===== src/rtl/mean_shift_vector_top_macros.svh =====
// Assertion macros for the mean shift vector block.
// Included by the top level; no other dependencies.
`ifndef MEAN_SHIFT_VECTOR_TOP_MACROS_SVH
`define MEAN_SHIFT_VECTOR_TOP_MACROS_SVH
`ifndef SYNTHESIS
// Check a property on every clock edge outside reset
`define MSV_ASSERT_PROP(label, prop) \
    label: assert property (@(posedge aclk) disable iff (!aresetn) prop) \
        else $error("mean shift vector: property violated");
// Check that a condition never holds outside reset
`define MSV_ASSERT_NEVER(label, expr) \
    label: assert property (@(posedge aclk) disable iff (!aresetn) !(expr)) \
        else $error("mean shift vector: forbidden condition");
`else
`define MSV_ASSERT_PROP(label, prop)
`define MSV_ASSERT_NEVER(label, expr)
`endif
`endif


===== src/rtl/msv_pkg.sv =====
// Shared types and constants of the mean shift vector block.
// No dependencies.
package msv_pkg;

    localparam int HUE_BINS      = 64;
    localparam int SAT_BINS      = 64;
    localparam int HUE_BIN_SIZE  = 4;
    localparam int SAT_BIN_SIZE  = 4;
    localparam int MAX_WINDOW    = 256;
    localparam int FRACTION_BITS = 24;

    localparam int BIN_DEPTH   = 4096;
    localparam int BIN_AW      = 12;
    localparam int BIN_W       = 24;
    localparam int S_TDATA_W   = 80;
    localparam int M_TDATA_W   = 32;
    localparam int CFG_W       = 9;
    localparam int DIV_STEPS   = 72;
    localparam int SQRT_STEPS  = 36;
    localparam int STEP_CNT_W  = 7;

    // item kinds
    localparam logic [1:0] KIND_TARGET    = 2'd0;
    localparam logic [1:0] KIND_CANDIDATE = 2'd1;
    localparam logic [1:0] KIND_PIXEL     = 2'd2;

    // register indexes
    localparam logic CFG_WIDTH  = 1'b0;
    localparam logic CFG_HEIGHT = 1'b1;

    typedef enum logic [3:0] {
        OP_NONE,
        OP_ACCEPT,
        OP_RATIO_INIT,
        OP_DIV_STEP,
        OP_SQRT_INIT,
        OP_SQRT_STEP,
        OP_MUL_LO,
        OP_MUL_HI,
        OP_MOM,
        OP_ACCUM,
        OP_COUNT,
        OP_OUTX_INIT,
        OP_SAVEX_INITY,
        OP_SAVE_Y,
        OP_EMIT
    } dp_op_t;

    typedef enum logic [3:0] {
        S_IDLE,
        S_READ,
        S_DIV,
        S_SQINIT,
        S_SQRT,
        S_MUL_LO,
        S_MUL_HI,
        S_MOM,
        S_ACCUM,
        S_COUNT,
        S_FIN,
        S_DIVX,
        S_SAVEX,
        S_DIVY,
        S_SAVEY,
        S_OUT
    } ctl_state_t;

    typedef struct packed {
        dp_op_t op;
    } dp_cmd_t;

    typedef struct packed {
        logic cand_zero;
        logic wsum_zero;
        logic win_end;
    } dp_status_t;

endpackage


===== src/rtl/msv_ctrl.sv =====
// Controller state machine of the mean shift vector block.
// Depends on msv_pkg; drives the datapath through dp_cmd_t.
module msv_ctrl (
    input  logic                aclk,
    input  logic                aresetn,
    input  logic                s_tvalid,
    input  logic [1:0]          s_tuser,
    output logic                s_tready,
    output logic                m_tvalid,
    input  logic                m_tready,
    output msv_pkg::dp_cmd_t    cmd,
    input  msv_pkg::dp_status_t status
);
    import msv_pkg::*;

    ctl_state_t            state_reg, state_next;
    logic [STEP_CNT_W-1:0] cnt_reg, cnt_next;
    logic                  m_tvalid_reg, m_tvalid_next;

    // hold state, step counter and result valid
    always_ff @(posedge aclk) begin
        if (!aresetn) begin
            state_reg    <= S_IDLE;
            cnt_reg      <= '0;
            m_tvalid_reg <= 1'b0;
        end else begin
            state_reg    <= state_next;
            cnt_reg      <= cnt_next;
            m_tvalid_reg <= m_tvalid_next;
        end
    end

    // sequence one request through the datapath
    always_comb begin
        state_next    = state_reg;
        cnt_next      = cnt_reg;
        m_tvalid_next = m_tvalid_reg && !m_tready;
        cmd.op        = OP_NONE;
        s_tready      = 1'b0;
        case (state_reg)
            S_IDLE: begin
                s_tready = 1'b1;
                if (s_tvalid) begin
                    cmd.op = OP_ACCEPT;
                    if (s_tuser == KIND_PIXEL) begin
                        state_next = S_READ;
                    end
                end
            end
            S_READ: begin
                cnt_next = '0;
                if (status.cand_zero) begin
                    state_next = S_COUNT;
                end else begin
                    cmd.op     = OP_RATIO_INIT;
                    state_next = S_DIV;
                end
            end
            S_DIV: begin
                cmd.op   = OP_DIV_STEP;
                cnt_next = cnt_reg + 1'b1;
                if (cnt_reg == STEP_CNT_W'(DIV_STEPS - 1)) begin
                    state_next = S_SQINIT;
                end
            end
            S_SQINIT: begin
                cmd.op     = OP_SQRT_INIT;
                cnt_next   = '0;
                state_next = S_SQRT;
            end
            S_SQRT: begin
                cmd.op   = OP_SQRT_STEP;
                cnt_next = cnt_reg + 1'b1;
                if (cnt_reg == STEP_CNT_W'(SQRT_STEPS - 1)) begin
                    state_next = S_MUL_LO;
                end
            end
            S_MUL_LO: begin
                cmd.op     = OP_MUL_LO;
                state_next = S_MUL_HI;
            end
            S_MUL_HI: begin
                cmd.op     = OP_MUL_HI;
                state_next = S_MOM;
            end
            S_MOM: begin
                cmd.op     = OP_MOM;
                state_next = S_ACCUM;
            end
            S_ACCUM: begin
                cmd.op     = OP_ACCUM;
                state_next = S_COUNT;
            end
            S_COUNT: begin
                cmd.op     = OP_COUNT;
                state_next = status.win_end ? S_FIN : S_IDLE;
            end
            S_FIN: begin
                cnt_next = '0;
                if (status.wsum_zero) begin
                    state_next = S_OUT;
                end else begin
                    cmd.op     = OP_OUTX_INIT;
                    state_next = S_DIVX;
                end
            end
            S_DIVX: begin
                cmd.op   = OP_DIV_STEP;
                cnt_next = cnt_reg + 1'b1;
                if (cnt_reg == STEP_CNT_W'(DIV_STEPS - 1)) begin
                    state_next = S_SAVEX;
                end
            end
            S_SAVEX: begin
                cmd.op     = OP_SAVEX_INITY;
                cnt_next   = '0;
                state_next = S_DIVY;
            end
            S_DIVY: begin
                cmd.op   = OP_DIV_STEP;
                cnt_next = cnt_reg + 1'b1;
                if (cnt_reg == STEP_CNT_W'(DIV_STEPS - 1)) begin
                    state_next = S_SAVEY;
                end
            end
            S_SAVEY: begin
                cmd.op     = OP_SAVE_Y;
                state_next = S_OUT;
            end
            S_OUT: begin
                // wait until the output register is free
                if (!m_tvalid_reg || m_tready) begin
                    cmd.op        = OP_EMIT;
                    m_tvalid_next = 1'b1;
                    state_next    = S_IDLE;
                end
            end
            default: begin
                state_next = S_IDLE;
            end
        endcase
    end

    assign m_tvalid = m_tvalid_reg;

endmodule


===== config.mk =====
export PLATFORM = sky130hd
export DESIGN_NAME = msv_ctrl
export DESIGN_NICKNAME = d
export VERILOG_FILES = /design/src/rtl/mean_shift_vector_top_macros.svh /design/src/rtl/msv_pkg.sv /design/src/rtl/msv_ctrl.sv
export SDC_FILE = /design/constraint.sdc
export NUM_CORES = 1
export LEC_CHECK = 0
export ABC_CLOCK_PERIOD_IN_PS = 4300
export BUFFER_PORTS_ARGS = -buffer_cell sky130_fd_sc_hd__buf_2
export CORE_MARGIN = 1
export CORE_UTILIZATION = 45
export CTS_CLUSTER_DIAMETER = 120
export DETAILED_ROUTE_END_ITERATION = 10
export PLACE_DENSITY = 0.69
export SLEW_MARGIN = 20
export SYNTH_ARGS = -nofsm -noshare
export SYNTH_HDL_FRONTEND = slang
export SYNTH_SLANG_ARGS = --single-unit

===== constraint.sdc =====
create_clock -name aclk -period 4.3 [get_ports aclk]
set_input_delay 0.43 -clock aclk [delete_from_list [all_inputs] [get_ports aclk]]
set_output_delay 0.43 -clock aclk [all_outputs]
set_load 0.02 [all_outputs]

==> impl_results.md <==
- Top_reg_cell synth: dfxtp_1
- Post-layout nets: 154
- Initial antenna violation count: 0
- DRC viols: 0
- Worst-margin pin slew: 1090 ps
- Total number of H-tree levels: 1
- Reg-to-Reg Start: state_reg[1]
- Layout Skew: 2.60 ps
- Initial Util: 49.7%
- Die footprint: 2450 um2
- Worst Reg2Reg Path Length in Cells: 5
- CTS tree: done
- Root Buffer: clkbuf_4
- GRT Overall Usage: 20.6%
- First-pass GRT wire length: 3940 um
- Std cell rows: 16
- IO Port Bufs: 14
- Max frequency: 377 MHz
- Core area: 2040 um2
- #FFs+latches synth: 12
- Sink Count: 12
- Endpoints failing hold: 0
- Final non-filler cell area: 1090 um2
- Clock power frac: 13.0%
- DP Wirelength: 1470 um
- GRT overflow: 0
- Outcome: complete, no violations
- Final WS setup: 1650 ps
- Syn Area/Cell: 7.46 um2
- EDFF count, synth: 0
- DRT Pass-1 Iters: 4
- Data arrival time of the critical path: 2220 ps
- Worst skew pair latency: 270 ps
- WHS: 459 ps
- CTS Hold Bufs: 0
- WP buf/inv: 1
- Drt total wl: 2110 um
- Syn. warnings: 0
- Seq/Total Area, Yosys: 23.7%
- P_leak: 0.415 nW
- Largest net degree at the start of global routing: 35
- Synth area leader: dfxtp_1
- Die width: 49.5 um
- MaxCap Viol Count: 0
- Post-Syn Instances: 136
- Comb pwr share: 53.1%
- Switching Share: 48.7%
- Kind of cell adding the most delay to the critical path: flip-flops
- CP Max Fanout: 34
- Fraction of layout cells with a size suffix above 1: 18.2%
- Hold Crit Class: input port to flip-flop
- CTS Buffer Depth: 2
- Slowest stage delay, CP: 1050 ps
- Cell internal pwr: 0.357 mW
- Post_cts resized: 0
- Initial DRC count: 14
- Minimum clock period after layout: 2650 ps
- Clk slew on worst S/H paths: 80 ps
- # IOs: 15
- Placed cell area: 1050 um2
- PD cells: 639 nW/um2
- Placer Congestion: 0.740
- Fin util: 53.4%
- Num CTS Buffers: 3
- CP max stage cell: dfxtp_1
- Post-Syn Area: 1010 um2
- Final setup TNS: 0 ps
- FF-to-FF End: state_reg[1]
- Syn nets: 146
- Setup Crit Path Kind: flip-flop to output port
- DP Worst Slack: 1980 ps
- Top cells by count, synth: 15 x o21ai_0, 13 x nor2_1, 12 x a21oi_1, 12 x dfxtp_1, 11 x nand2_1
- Cells along the critical path: nand2_1 -> mux2_2 -> o22ai_1 -> buf_2
- Hold_sp: aresetn
- Vias in the first global route: 891
- Critical Path RT: 3870 ps
- Die Y: 49.5 um
- # setup viols final: 0
- WHS Endpoint: cnt_reg[0]
- Worst setup SP type: flip-flop
- Post-synth ARST share: 0%
- Area contributors post-synth: dfxtp_1 24%, o21ai_0 7.4%, a21oi_1 5.9%
- Antenna fix cells: 0
- RSZ-0062 raised after global routing: no
- Max reg flops: 7
- Routed len/inst: 12.4 um
- Period utilisation layout: 61.7%
- Sequential share of power: 33.9%
- Switching pwr: 0.339 mW
- Max transition margin: 27.0%
- Hold Path Depth: 2
- Layout area overhead: 7.40%
- Mean number of vias per cell: 5.88
- Worst VDD drop: 296 uV
- Routed Antenna Nets: 0
- Crit path capture type: output port
- Top cell type's share of synthesized area: 23.7%
- Reg2Reg Setup Slack: 2120 ps
- Vias: 999
- # Post-CTS Setup Buffers: 0
- Max-slew violation count: 0
- Most common cell in the netlist: o21ai_0
- Synth unique cells: 43
worst register-to-register path, stage by stage, from the launching register on:
cell     delay [ps]
dfxtp_1        1050
nor2b_4         110
a32o_2          340
a21oi_1         230
a21oi_1         110
a31o_2          250
metal layers:
| layer | global-route usage [%] | share of wire [%] | vias up |
|---|---|---|---|
| li1 | - | - | 520 |
| met1 | 26.8 | 49 | 464 |
| met2 | 33.3 | 47 | 11 |
| met3 | 2.78 | 1.8 | 4 |
| met4 | 10.0 | 2.1 | 0 |
| met5 | 0 | 0 | - |
kinds of logic after synthesis:
logic type | synth area share, %
buf+inv | 8.26
mux | 2.10
simple gates | 27.6
compound gates | 31.8
fa+ha+maj | 1.23
flops | 23.7
xor+xnor | 5.30
cell usage in the layout (no fill, tap or decap), drive strengths merged, types with 2 or more instances in the layout:
master and instances:
a211oi 3, a21oi 12, a311oi 4, a31oi 2
and3 2, buf 14, clkbuf 4, dfxtp 12
inv 5, nand2 11, nand3 5, nand3b 2
nand4 4, nor2 13, nor2b 5, nor3 3
o21ai 15, o22ai 3, or3 2, xor2 3
power by group through the flow:
stage                     clock network, mW  logic (mW)  registers (mW)
final                                0.0905       0.370           0.236
after global placement                    0       0.365           0.233
after CTS                            0.0933       0.372           0.234
after global routing                 0.0989       0.422           0.249
after floorplan                           0       0.400           0.151
after detailed placement                  0       0.369           0.237
area by class of cell:
class	count	area [um2]
timing repair buffer	14	70.1
multi-input combinational	108	691
inverter	5	18.8
clock buffer	4	36.3
tap	27	33.8
sequential	12	240
fill	233	952
per-stage QoR:
| stage | cells | power [mW] |
|---|---|---|
| floorplan | 136 | 0.550 |
| global placement | 166 | 0.598 |
| CTS | 170 | 0.699 |
| finish | 170 | 0.696 |
| detailed placement | 166 | 0.606 |
| global route | 170 | 0.770 |
worst max-delay path by stage:
stage,start,end,slack [ps],cells past startpoint
3_5_place_dp,state_reg[1],cmd[2],1980,4
2_1_floorplan,state_reg[3],state_reg[1],2380,5
4_1_cts,state_reg[1],cmd[2],1680,4
5_1_grt,state_reg[1],cmd[2],1490,4
3_3_place_gp,state_reg[1],cmd[2],2060,4
6_report,state_reg[1],cmd[2],1650,4
(Power assumes the default switching activity.)
